===== config.mk =====
export PLATFORM = sky130hd
export DESIGN_NAME = lru_block_cache_tags_core
export DESIGN_NICKNAME = d
export VERILOG_FILES = /design/src/rtl/lbct_pkg.sv /design/src/rtl/lru_block_cache_tags_core.sv /design/src/rtl/lbct_tag_ram.sv
export SDC_FILE = /design/constraint.sdc
export NUM_CORES = 1
export LEC_CHECK = 0
export BUFFER_PORTS_ARGS = -buffer_cell sky130_fd_sc_hd__buf_4
export CORE_MARGIN = 3
export CORE_UTILIZATION = 30
export CTS_BUF_LIST = sky130_fd_sc_hd__clkbuf_8
export DETAILED_ROUTE_END_ITERATION = 16
export GPL_TIMING_DRIVEN = 0
export PLACE_DENSITY = 0.42
export SYNTH_ARGS = -nofsm -noshare
export SYNTH_HDL_FRONTEND = slang
export SYNTH_HIERARCHICAL = 1
export SYNTH_SLANG_ARGS = --single-unit
export TNS_END_PERCENT = 30

===== constraint.sdc =====
create_clock -name clk -period 13.6 [get_ports clk]
set_clock_uncertainty 0.1 [all_clocks]
set_input_delay 1.36 -clock clk [delete_from_list [all_inputs] [get_ports clk]]
set_output_delay 1.36 -clock clk [all_outputs]
set_load 0.02 [all_outputs]

===== src/rtl/lbct_pkg.sv =====
`default_nettype none
// ----------------------------------------------------------------------------
// lbct_pkg
// Shared constants for the LRU block cache tag store.
// ----------------------------------------------------------------------------
package lbct_pkg;

    localparam int MAX_ENTRIES_DEF   = 8;
    localparam int BLOCK_ID_BITS_DEF = 32;

    // cache_size register
    localparam int              CFG_W            = 4;
    localparam logic [CFG_W-1:0] CACHE_SIZE_RESET = 4'd2;

    // request modes
    localparam logic MODE_ACCESS = 1'b0;
    localparam logic MODE_CLEAR  = 1'b1;

endpackage
`default_nettype wire


===== src/rtl/lru_block_cache_tags_core.sv =====
`default_nettype none
// ----------------------------------------------------------------------------
// lru_block_cache_tags_core
// Fully associative tag store with least-recently-used replacement.
//
//   channel  signals                                   dir  transfer when
//   in       in_valid/in_ready, mode, block_id          in   in_valid & in_ready
//   out      out_valid/out_ready, hit, slot, evicted,   out  out_valid & out_ready
//            evicted_block
//   cfg      cfg_wr_en, cfg_wr_data (cache_size)        in   cfg_wr_en
//
// A clear sets the result stage at its transfer and moves on to the output register
// once that is free. An access scans the tag RAM one entry per cycle through its
// single read port, stopping at a hit; a miss scans every entry. in_ready is high
// only while the sequencer is idle; a finished result waits in its own stage until
// the output register is free, so one result can sit unclaimed while the next
// request is accepted.
// Reset clears all entries at once (valid bits in flops); cache_size resets to 2.
// ----------------------------------------------------------------------------
module lru_block_cache_tags_core #(
    parameter int MAX_ENTRIES   = lbct_pkg::MAX_ENTRIES_DEF,
    parameter int BLOCK_ID_BITS = lbct_pkg::BLOCK_ID_BITS_DEF,
    parameter int SLOT_W        = (MAX_ENTRIES > 1) ? $clog2(MAX_ENTRIES) : 1
) (
    input  wire logic                       clk,
    input  wire logic                       rst_n,
    input  wire logic                       cfg_wr_en,
    input  wire logic [lbct_pkg::CFG_W-1:0] cfg_wr_data,
    input  wire logic                       in_valid,
    output logic                            in_ready,
    input  wire logic                       mode,
    input  wire logic [BLOCK_ID_BITS-1:0]   block_id,
    output logic                            out_valid,
    input  wire logic                       out_ready,
    output logic                            hit,
    output logic      [SLOT_W-1:0]          slot,
    output logic                            evicted,
    output logic      [BLOCK_ID_BITS-1:0]   evicted_block
);

    import lbct_pkg::*;

    localparam int IDX_W  = SLOT_W;
    localparam int FILL_W = $clog2(MAX_ENTRIES + 1);
    localparam int CMP_W  = (FILL_W > CFG_W) ? FILL_W : CFG_W;
    localparam logic [IDX_W-1:0] LAST_IDX = IDX_W'(MAX_ENTRIES - 1);

    typedef enum logic [1:0] {ST_IDLE, ST_SCAN, ST_UPDATE, ST_RESULT} state_t;

    state_t                   state_reg, state_next;
    logic [CFG_W-1:0]         cache_size_reg, cache_size_next;
    logic [MAX_ENTRIES-1:0]   valid_reg, valid_next;
    logic [IDX_W-1:0]         age_reg [MAX_ENTRIES];
    logic [IDX_W-1:0]         age_next [MAX_ENTRIES];
    logic [FILL_W-1:0]        fill_reg, fill_next;

    logic [BLOCK_ID_BITS-1:0] id_reg, id_next;
    logic [IDX_W-1:0]         idx_reg, idx_next;
    logic                     issue_reg, issue_next;
    logic                     rd_vld_reg, rd_vld_next;
    logic [IDX_W-1:0]         rd_idx_reg, rd_idx_next;

    logic                     found_reg, found_next;
    logic [IDX_W-1:0]         found_idx_reg, found_idx_next;
    logic [IDX_W-1:0]         found_age_reg, found_age_next;
    logic                     lru_found_reg, lru_found_next;
    logic [IDX_W-1:0]         lru_idx_reg, lru_idx_next;
    logic [BLOCK_ID_BITS-1:0] lru_block_reg, lru_block_next;
    logic                     free_found_reg, free_found_next;
    logic [IDX_W-1:0]         free_idx_reg, free_idx_next;

    logic                     res_hit_reg, res_hit_next;
    logic [IDX_W-1:0]         res_slot_reg, res_slot_next;
    logic                     res_ev_reg, res_ev_next;
    logic [BLOCK_ID_BITS-1:0] res_evb_reg, res_evb_next;

    logic                     out_valid_reg, out_valid_next;
    logic                     hit_reg, hit_next;
    logic [SLOT_W-1:0]        slot_reg, slot_next;
    logic                     evicted_reg, evicted_next;
    logic [BLOCK_ID_BITS-1:0] evicted_block_reg, evicted_block_next;

    logic                     rd_en;
    logic                     wr_en;
    logic [IDX_W-1:0]         wr_addr;
    logic [BLOCK_ID_BITS-1:0] rd_data;

    logic                     e_valid;
    logic [IDX_W-1:0]         e_age;
    logic [CMP_W-1:0]         cfg_ext;
    logic [CMP_W-1:0]         limit;
    logic                     at_limit;
    logic                     do_evict;
    logic                     keep;

    lbct_tag_ram #(
        .DEPTH  (MAX_ENTRIES),
        .WIDTH  (BLOCK_ID_BITS),
        .ADDR_W (IDX_W)
    ) u_tag_ram (
        .clk     (clk),
        .wr_en   (wr_en),
        .wr_addr (wr_addr),
        .wr_data (id_reg),
        .rd_en   (rd_en),
        .rd_addr (idx_reg),
        .rd_data (rd_data)
    );

    // effective limit: zero counts as one, saturate at the entry count
    always_comb
    begin
        cfg_ext = CMP_W'(cache_size_reg);
        if (cfg_ext == '0)
        begin
            limit = CMP_W'(1);
        end
        else if (cfg_ext > CMP_W'(MAX_ENTRIES))
        begin
            limit = CMP_W'(MAX_ENTRIES);
        end
        else
        begin
            limit = cfg_ext;
        end
        at_limit = (CMP_W'(fill_reg) >= limit);
        do_evict = at_limit && lru_found_reg;
        // lowest free slot, unless the evicted entry sits lower or no slot is free
        if (do_evict && (!free_found_reg || (lru_idx_reg < free_idx_reg)))
        begin
            wr_addr = lru_idx_reg;
        end
        else
        begin
            wr_addr = free_idx_reg;
        end
    end

    assign e_valid = valid_reg[rd_idx_reg];
    assign e_age   = age_reg[rd_idx_reg];

    always_comb
    begin
        state_next         = state_reg;
        cache_size_next    = cfg_wr_en ? cfg_wr_data : cache_size_reg;
        valid_next         = valid_reg;
        age_next           = age_reg;
        fill_next          = fill_reg;
        id_next            = id_reg;
        idx_next           = idx_reg;
        issue_next         = issue_reg;
        rd_vld_next        = 1'b0;
        rd_idx_next        = idx_reg;
        found_next         = found_reg;
        found_idx_next     = found_idx_reg;
        found_age_next     = found_age_reg;
        lru_found_next     = lru_found_reg;
        lru_idx_next       = lru_idx_reg;
        lru_block_next     = lru_block_reg;
        free_found_next    = free_found_reg;
        free_idx_next      = free_idx_reg;
        res_hit_next       = res_hit_reg;
        res_slot_next      = res_slot_reg;
        res_ev_next        = res_ev_reg;
        res_evb_next       = res_evb_reg;
        out_valid_next     = out_valid_reg && !out_ready;
        hit_next           = hit_reg;
        slot_next          = slot_reg;
        evicted_next       = evicted_reg;
        evicted_block_next = evicted_block_reg;
        rd_en              = 1'b0;
        wr_en              = 1'b0;
        keep               = 1'b0;

        unique case (state_reg)
            ST_IDLE:
            begin
                if (in_valid)
                begin
                    if (mode == MODE_CLEAR)
                    begin
                        valid_next = '0;
                        for (int i = 0; i < MAX_ENTRIES; i++)
                        begin
                            age_next[i] = '0;
                        end
                        fill_next    = '0;
                        res_hit_next = 1'b0;
                        res_slot_next = '0;
                        res_ev_next  = 1'b0;
                        res_evb_next = '0;
                        state_next   = ST_RESULT;
                    end
                    else
                    begin
                        id_next         = block_id;
                        idx_next        = '0;
                        issue_next      = 1'b1;
                        found_next      = 1'b0;
                        found_idx_next  = '0;
                        found_age_next  = '0;
                        lru_found_next  = 1'b0;
                        lru_idx_next    = '0;
                        lru_block_next  = '0;
                        free_found_next = 1'b0;
                        free_idx_next   = '0;
                        state_next      = ST_SCAN;
                    end
                end
            end

            ST_SCAN:
            begin
                // read issue stage
                rd_en       = issue_reg;
                rd_vld_next = issue_reg;
                if (issue_reg)
                begin
                    idx_next = idx_reg + 1'b1;
                    if (idx_reg == LAST_IDX)
                    begin
                        issue_next = 1'b0;
                    end
                end
                // compare stage, one entry behind the read
                if (rd_vld_reg)
                begin
                    if (e_valid && (rd_data == id_reg))
                    begin
                        found_next     = 1'b1;
                        found_idx_next = rd_idx_reg;
                        found_age_next = e_age;
                        issue_next     = 1'b0;
                        state_next     = ST_UPDATE;
                    end
                    else
                    begin
                        // valid ranks run 0..fill-1, so the oldest has rank fill-1
                        if (e_valid && (FILL_W'(e_age) == fill_reg - 1'b1))
                        begin
                            lru_found_next = 1'b1;
                            lru_idx_next   = rd_idx_reg;
                            lru_block_next = rd_data;
                        end
                        if (!e_valid && !free_found_reg)
                        begin
                            free_found_next = 1'b1;
                            free_idx_next   = rd_idx_reg;
                        end
                        if (rd_idx_reg == LAST_IDX)
                        begin
                            state_next = ST_UPDATE;
                        end
                    end
                end
            end

            ST_UPDATE:
            begin
                if (found_reg)
                begin
                    for (int i = 0; i < MAX_ENTRIES; i++)
                    begin
                        if (IDX_W'(i) == found_idx_reg)
                        begin
                            age_next[i] = '0;
                        end
                        else if (valid_reg[i] && (age_reg[i] < found_age_reg))
                        begin
                            age_next[i] = age_reg[i] + 1'b1;
                        end
                    end
                    res_hit_next  = 1'b1;
                    res_slot_next = found_idx_reg;
                    res_ev_next   = 1'b0;
                    res_evb_next  = '0;
                end
                else
                begin
                    wr_en = 1'b1;
                    for (int i = 0; i < MAX_ENTRIES; i++)
                    begin
                        keep = valid_reg[i] && !(do_evict && (IDX_W'(i) == lru_idx_reg));
                        if (IDX_W'(i) == wr_addr)
                        begin
                            valid_next[i] = 1'b1;
                            age_next[i]   = '0;
                        end
                        else
                        begin
                            valid_next[i] = keep;
                            age_next[i]   = keep ? age_reg[i] + 1'b1 : '0;
                        end
                    end
                    fill_next     = do_evict ? fill_reg : fill_reg + 1'b1;
                    res_hit_next  = 1'b0;
                    res_slot_next = wr_addr;
                    res_ev_next   = do_evict;
                    res_evb_next  = do_evict ? lru_block_reg : '0;
                end
                state_next = ST_RESULT;
            end

            ST_RESULT:
            begin
                if (!out_valid_reg || out_ready)
                begin
                    out_valid_next     = 1'b1;
                    hit_next           = res_hit_reg;
                    slot_next          = res_slot_reg;
                    evicted_next       = res_ev_reg;
                    evicted_block_next = res_evb_reg;
                    state_next         = ST_IDLE;
                end
            end
        endcase
    end

    always_ff @(posedge clk or negedge rst_n)
    begin
        if (!rst_n)
        begin
            state_reg         <= ST_IDLE;
            cache_size_reg    <= CACHE_SIZE_RESET;
            valid_reg         <= '0;
            for (int i = 0; i < MAX_ENTRIES; i++)
            begin
                age_reg[i] <= '0;
            end
            fill_reg          <= '0;
            id_reg            <= '0;
            idx_reg           <= '0;
            issue_reg         <= 1'b0;
            rd_vld_reg        <= 1'b0;
            rd_idx_reg        <= '0;
            found_reg         <= 1'b0;
            found_idx_reg     <= '0;
            found_age_reg     <= '0;
            lru_found_reg     <= 1'b0;
            lru_idx_reg       <= '0;
            lru_block_reg     <= '0;
            free_found_reg    <= 1'b0;
            free_idx_reg      <= '0;
            res_hit_reg       <= 1'b0;
            res_slot_reg      <= '0;
            res_ev_reg        <= 1'b0;
            res_evb_reg       <= '0;
            out_valid_reg     <= 1'b0;
            hit_reg           <= 1'b0;
            slot_reg          <= '0;
            evicted_reg       <= 1'b0;
            evicted_block_reg <= '0;
        end
        else
        begin
            state_reg         <= state_next;
            cache_size_reg    <= cache_size_next;
            valid_reg         <= valid_next;
            age_reg           <= age_next;
            fill_reg          <= fill_next;
            id_reg            <= id_next;
            idx_reg           <= idx_next;
            issue_reg         <= issue_next;
            rd_vld_reg        <= rd_vld_next;
            rd_idx_reg        <= rd_idx_next;
            found_reg         <= found_next;
            found_idx_reg     <= found_idx_next;
            found_age_reg     <= found_age_next;
            lru_found_reg     <= lru_found_next;
            lru_idx_reg       <= lru_idx_next;
            lru_block_reg     <= lru_block_next;
            free_found_reg    <= free_found_next;
            free_idx_reg      <= free_idx_next;
            res_hit_reg       <= res_hit_next;
            res_slot_reg      <= res_slot_next;
            res_ev_reg        <= res_ev_next;
            res_evb_reg       <= res_evb_next;
            out_valid_reg     <= out_valid_next;
            hit_reg           <= hit_next;
            slot_reg          <= slot_next;
            evicted_reg       <= evicted_next;
            evicted_block_reg <= evicted_block_next;
        end
    end

    assign in_ready      = (state_reg == ST_IDLE);
    assign out_valid     = out_valid_reg;
    assign hit           = hit_reg;
    assign slot          = slot_reg;
    assign evicted       = evicted_reg;
    assign evicted_block = evicted_block_reg;

`ifndef NO_ASSERTIONS
    a_fill_matches_valid: assert property (@(posedge clk) disable iff (!rst_n)
        $countones(valid_reg) == int'(fill_reg))
        else $error("fill count differs from number of valid entries");

    a_fill_bounded: assert property (@(posedge clk) disable iff (!rst_n)
        fill_reg <= FILL_W'(MAX_ENTRIES))
        else $error("fill count above entry count");

    a_clear_empties: assert property (@(posedge clk) disable iff (!rst_n)
        (in_valid && in_ready && (mode == MODE_CLEAR)) |=> (valid_reg == '0))
        else $error("clear left valid entries");

    a_no_hit_evict: assert property (@(posedge clk) disable iff (!rst_n)
        out_valid |-> !(hit && evicted))
        else $error("hit and eviction reported together");

    a_evb_zero: assert property (@(posedge clk) disable iff (!rst_n)
        (out_valid && !evicted) |-> (evicted_block == '0))
        else $error("evicted block nonzero without eviction");
`endif

endmodule
`default_nettype wire


===== src/rtl/lbct_tag_ram.sv =====
`default_nettype none
// ----------------------------------------------------------------------------
// lbct_tag_ram
// Block id storage: one write port, one read port with registered data.
// ----------------------------------------------------------------------------
module lbct_tag_ram #(
    parameter int DEPTH = lbct_pkg::MAX_ENTRIES_DEF,
    parameter int WIDTH = lbct_pkg::BLOCK_ID_BITS_DEF,
    parameter int ADDR_W = (DEPTH > 1) ? $clog2(DEPTH) : 1
) (
    input  wire logic              clk,
    input  wire logic              wr_en,
    input  wire logic [ADDR_W-1:0] wr_addr,
    input  wire logic [WIDTH-1:0]  wr_data,
    input  wire logic              rd_en,
    input  wire logic [ADDR_W-1:0] rd_addr,
    output logic      [WIDTH-1:0]  rd_data
);

    logic [WIDTH-1:0] mem [DEPTH];

    always_ff @(posedge clk)
    begin
        if (wr_en)
        begin
            mem[wr_addr] <= wr_data;
        end
    end

    always_ff @(posedge clk)
    begin
        if (rd_en)
        begin
            rd_data <= mem[rd_addr];
        end
    end

endmodule
`default_nettype wire


==> key figures, run 1 <==
Worst setup path
  – Crit-path cells: nor2_1, nor2_1, nor2_1, ha_1, nand2b_1, a21oi_1, o21a_1, a211o_1, clkbuf_1, mux2_2, nand2b_1, nor2_4, buf_12
  – Crit-path slowest cell: nor2_4
  – Most used cell, CP: nor2_1
  – Worst Path Buf+Inv: 2
  – Crit path depth: 13
  – CP Launch Type: register
  – Critical path class: reg -> reg
  – Worst Path Arrival: roughly 4.6 ns
  – Slowest cell delay on critical path: 0.70 ns
  – Reg2reg path depth: 13
  – Critical path endpoint category: register
  – CP startpoint: cache_size_reg[1]
  – Worst R2R Start: cache_size_reg[1]
  – Worst path required time: 13.87 ns
  – Critical path's top delay family: simple AND/OR/NAND/NOR gates
  – CP max FO: 17

Routing
  – Antenna Violating Nets Remaining: 0
  – DR DRC count: 0
  – Total vias in the final route: 11700
  – Routed WL per cell: 22.8 um
  – WL final: approximately 55000 um
  – Drt first pass iters: 5
  – DR vias/cell: around 5
  – DR iter-0 viols: 715

Status
  – Outcome: finished, final reports clean

Cells and area
  – Final nets: 1524
  – Most frequent cells in the layout: edfxtp_1 (288), dfrtp_1 (203), mux2_2 (109)
  – Max FFs per register: roughly 260
  – Share of layout cells above drive strength 1: 0.264
  – Most common cell after layout, fill and taps aside: edfxtp_1
  – Final Instance Count excl. Fillers: 2396
  – Most flops, register: u_tag_ram/mem
  – Layout area overhead: 18.7%

Power and ir drop
  – PD cells: 190 nW/um^2
  – Clk network pwr share: 0.295
  – Sw Share: 0.326
  – Sequential share of power: 0.464
  – P_sw: about 1.5 mW
  – Worst vdd ir: 0.0892 mV
  – Pwr Total: 4.66 mW
  – Static Leak: 9.50 nW
  – Total internal power: 3.15 mW
  – Combinational power share: 0.241

Placement
  – Placed insts: between 2000 and 2500
  – DPL Wire Length: 36100 um
  – GPL Wtd Cong: ~0.8
  – PortBufs: 80

Clock tree
  – Clk sinks: between 400 and 500
  – Hold buffers post-CTS: 0
  – H-tree depth: 3
  – CTS tree: built
  – Setup Buffers After CTS: 0
  – Root buffer cell: clkbuf_8
  – CTS clk-pin slew, worst paths: 0.06 ns
  – Longest Clk Path Bufs: 3
  – CTS buffer count: 92
  – Worst skew pair latency: 0.70 ns
  – Cts repair resizes: 0

STA
  – Max frequency: 229 MHz
  – Max Transition Viols Final: 0
  – Final Cycle Share: 0.321
  – RSZ-0062 raised after global routing: no
  – TNS Setup: 0 ns
  – Setup Viol. Count Final: 0
  – Min cycle time layout: 4.37 ns
  – Fin. Hold Viols: 0
  – Slew @ Worst Pin: 1.07 ns
  – Slew Limit Headroom: 0.288
  – Hold WS: 0.363 ns

GRT
  – Global-route wire length before repair: 81600 um
  – Total grt overflow: 0
  – Pin count of the biggest net entering global routing: 80
  – Via count of the first global-routing pass: 12100
  – Initial antenna violation count: 1
  – GRT Total Usage: 0.154

Synthesis
  – Ys Warns: 6
  – Flops & latches, synth: 492
  – Mapped Cells: around 1300
  – Mapped cell area: 20700 sq um
  – Asr flop ratio synth: 0.415
  – Commonest register cell after synthesis: edfxtp_1
  – Post-synthesis sequential area ratio: 0.666
  – Yosys cell types: 49
  – Top area cells in the synthesized netlist: edfxtp_1 (42%), dfrtp_1 (25%), mux2_2 (5.9%)
  – Synth Net Count: 1331
  – Yosys top cell by area: edfxtp_1
  – Syn avg cell area: between 15 and 20 sq um
  – Top cell type's share of synthesized area: 0.419
  – Post-synth EDFFs: 288

Die
  – Initial core utilization: 0.305
  – Vert. Die Dim: 268 um
  – Io pins: between 80 and 90
  – Die area: 72100 sq um
  – DIE WIDTH: 268 um
  – Core footprint: 67800 sq um
  – Row cnt: 95

Hold path
  – HP Class: reg -> reg
  – Hold Startpoint: idx_reg[2]
  – Hold path depth: 0

Run
  – Total of max-cap violations: 0
-- logic make-up after synthesis --
logic type               after synthesis  synth area share
AO/OA/AOI/OAI                        207            0.0710
multiplexers                         209             0.159
buffers and inverters                 86            0.0222
flip-flops                           492             0.666
AND/OR/NAND/NOR                      181            0.0431
XOR/XNOR                              38            0.0161
adder cells (fa/ha/maj)               38            0.0230
-- cells in the mapped netlist (all sizes together) (2+ instances only) --
master / number
and3: 4
a31oi: 14
buf: 26
edfxtp: 288
or2: 7
ha: 38
a22o: 69
nor2: 32
clkbuf: 34
nand4: 8
nand2: 60
a21oi: 22
o21a: 2
nand3: 10
a2bb2oi: 3
a21boi: 8
dfrtp: 203
inv: 25
a22oi: 3
nand3b: 10
a2111oi: 3
o21ai: 55
xnor2: 37
nand2b: 15
a21o: 5
nor3: 21
mux2i: 28
a41oi: 16
o22ai: 2
mux2: 109
and2: 2
mux4: 72
nor2b: 9
nor4: 3
-- routing by layer --
layer	wire length, um	global-route usage	vias to the layer above
met3	2050	0.0285	91
li1	-	-	5318
met5	0	0	-
met2	26500	0.255	233
met1	24700	0.208	6021
met4	1400	0.0481	0
-- worst paths after layout --
path,slack (ns),end
setup / recovery,9.23,u_tag_ram/mem[2][3]
min in group asynchronous,0.54,age_reg[5]
hold / removal,0.36,rd_idx_reg[2]
max in group asynchronous,12.01,cache_size_reg[1]
setup reg to reg,9.23,u_tag_ram/mem[2][3]
hold reg to reg,0.36,rd_idx_reg[2]
-- cell type report --
type                            instances  area [sq um]
Sequential cell                       492         13800
Antenna cell                            2          5.00
Tap cell                              873          1090
Fill cell                            6545         43200
Inverter                               26          97.6
Multi-Input combinational cell        673          6510
Timing Repair Buffer                   99           908
Clock buffer                          105          1450
Buffer                                 60           360
Clock inverter                         66           358
-- power groups by stage --
stage	Clock [mW]	Combinational [mW]	Sequential (mW)
3_3_place_gp	0	1.10	2.20
6_report	1.37	1.13	2.16
3_5_place_dp	0	1.16	2.20
4_1_cts	1.43	1.16	2.17
2_1_floorplan	0	0.742	2.11
5_1_grt	1.51	1.24	2.21
-- per-stage QoR --
| stage | cell area (sq um) | util | setup slack [ns] |
|---|---|---|---|
| after global routing | 24500 | 0.362 | 8.94 |
| after global placement | 22400 | 0.330 | 4.97 |
| after CTS | 24500 | 0.362 | 9.17 |
| final | 24500 | 0.362 | 9.23 |
| after floorplan | 20700 | - | 8.31 |
| after detailed placement | 22700 | 0.335 | 9.18 |
(Power assumes the default switching activity.)
==> run 2: changes to the inputs <==
PLACE_DENSITY = 0.43   (was 0.42)
clock period = 3.75 ns   (was 13.6 ns; I/O delays follow)
==> key figures, run 2 (synthesized netlist as in run 1, its figures left out) <==
Routing
  – Antenna Violating Nets Remaining: 0 (unchanged)
  – WL final: 55100 um (was 54600 um)
  – DR iter-0 viols: 732 (was 715)
  – Drt first pass iters: 5 (unchanged)
  – DR DRC count: 0 (unchanged)
  – DR vias/cell: 4.87 (about the same)
  – Routed WL per cell: 22.6 um (was 22.8 um)
  – Total vias in the final route: 11900 (was 11700)

Cells and area
  – Layout area overhead: 21.7% (was 18.7%)
  – Most common cell after layout, fill and taps aside: edfxtp_1 (unchanged)
  – Sequential cell area: 13800 sq um (about the same)
  – Most flops, register: u_tag_ram/mem (unchanged)
  – FILL cells: 6405 (was 6545)
  – Area of the multi-input gates: 6570 sq um (was 6510 sq um)
  – Max FFs per register: 256 (unchanged)
  – Share of layout cells above drive strength 1: 0.268 (was 0.264)
  – Post-route cell area: 25100 sq um (was 24500 sq um)
  – Final nets: 1569 (was 1524)
  – Most frequent cells in the layout: edfxtp_1 (288), dfrtp_1 (202), mux2_2 (107) (was edfxtp_1 (288), dfrtp_1 (203), mux2_2 (109))

Placement
  – PortBufs: 80 (unchanged)
  – GPL Wtd Cong: 0.781 (was 0.777)
  – Placed Area: 22800 sq um (was 22700 sq um)
  – DPL Wire Length: 36200 um (was 36100 um)

STA
  – Setup Viol. Count Final: 0 (unchanged)
  – Slew Limit Headroom: 0.300 (was 0.288)
  – RSZ-0062 raised after global routing: no (unchanged)
  – Min cycle time layout: 3.62 ns (was 4.37 ns)
  – Max frequency: 276 MHz (was 229 MHz)
  – Final Cycle Share: 0.966 (was 0.321)
  – Slew @ Worst Pin: 1.05 ns (was 1.07 ns)
  – Max Transition Viols Final: 0 (unchanged)
  – Hold WS: 0.0346 ns (was 0.363 ns)
  – Fin. Hold Viols: 0 (unchanged)

Hold path
  – HP Class: in -> reg (was reg -> reg)

Worst setup path
  – Critical path class: reg -> reg (unchanged)
  – CP Launch Type: register (unchanged)
  – Critical path endpoint category: register (unchanged)
  – CP max FO: 20 (was 17)
  – Worst path required time: 4.00 ns (was 13.87 ns)
  – Worst Path Arrival: 3.87 ns (was 4.64 ns)

Die
  – Io pins: 81 (unchanged)
  – DIE WIDTH: 268 um (unchanged)
  – Vert. Die Dim: 268 um (unchanged)
  – Initial core utilization: 0.305 (unchanged)
  – Die area: 72100 sq um (unchanged)
  – Core footprint: 67800 sq um (unchanged)
  – Row cnt: 95 (unchanged)

GRT
  – Total grt overflow: 0 (unchanged)
  – Via count of the first global-routing pass: 12500 (was 12100)
  – Pin count of the biggest net entering global routing: 93 (was 80)
  – GRT Total Usage: 0.156 (was 0.154)
  – Initial antenna violation count: 1 (unchanged)
  – Global-route wire length before repair: 82700 um (was 81600 um)

Clock tree
  – Longest Clk Path Bufs: 3 (unchanged)
  – Worst skew pair latency: 0.69 ns (was 0.70 ns)
  – Clk sinks: 492 (unchanged)
  – H-tree depth: 3 (unchanged)
  – CTS buffer count: 89 (was 92)
  – Root buffer cell: clkbuf_8 (unchanged)
  – CTS clk-pin slew, worst paths: 0.06 ns (about the same)
  – CTS tree: built (unchanged)

Power and ir drop
  – Worst vdd ir: 0.387 mV (was 0.0892 mV)
  – PD cells: 681 nW/um^2 (was 190 nW/um^2)
  – Static Leak: 9.70 nW (was 9.50 nW)
  – Pwr Total: 17.1 mW (was 4.66 mW)

Run
  – Total of max-cap violations: 0 (unchanged)

Status
  – Outcome: finished, final reports clean (unchanged)
-- run 2: worst max-delay path, stage by stage (launching register included) --
cell and delay, ns:
dfstp_2 0.54, nor2_1 0.04, nor2_1 0.08, nor2_1 0.05
ha_1 0.26, nand2b_1 0.11, a21oi_2 0.07, o21a_4 0.22
a211o_4 0.30, mux2_4 0.38, nand2b_2 0.25, nor2_4 0.59
buf_12 0.28
-- run 2: per-stage QoR --
step	cells	util	setup TNS [ns]	worst slack [ns]
after floorplan	1251	-	-30.81	-0.331
after global placement	2204	0.331	-452.97	-2.51
after detailed placement	2218	0.336	-54.33	-0.495
after CTS	2433	0.371	0	0.0191
after global routing	2436	0.371	0	0.00266
final	2437	0.371	0	0.128
-- run 2: path summary, 6_finish.rpt --
kind	startpoint	to	slack (ns)	cells past startpoint
max in group asynchronous	rst_n	lru_block_reg[22]	2.26	4
hold reg to reg	idx_reg[1]	rd_idx_reg[1]	0.38	0
min in group asynchronous	rst_n	age_reg[22]	0.10	2
setup / recovery	cache_size_reg[1]	u_tag_ram/mem[5][17]	0.13	12
hold / removal	out_ready	out_valid	0.03	3
setup reg to reg	cache_size_reg[1]	u_tag_ram/mem[5][17]	0.13	12
-- run 2: where the power goes --
part / leakage, nW / internal, mW / switching (mW)
combinational: 3.30 / 1.84 / 2.40
sequential: 5.37 / 7.01 / 0.846
clock: 1.03 / 2.69 / 2.33
total: 9.70 / 11.5 / 5.58
-- run 2: routing by layer --
metal,up-vias,share of wire,track usage
met5,-,0,0
met4,0,0.022,0.0435
met3,91,0.033,0.0285
met2,200,0.50,0.264
met1,6189,0.45,0.208
li1,5398,-,-
-- run 2: final cells by class --
cell class                 instances  share of cell area
antenna                            2            0.000199
buffer                            60              0.0147
clock buffer                     101              0.0553
clock inverter                    63              0.0152
inverter                          26             0.00388
multi-input combinational        673               0.261
sequential                       492               0.547
tap                              873              0.0434
timing repair buffer             147              0.0588
-- run 2: timing repair --
item,in CTS,in global routing
hold buffers,43,0
setup buffers,8,2
hold endpoints to repair,140,0
setup endpoints to repair,210,53
pin swaps,6,2
resized for setup,9,4
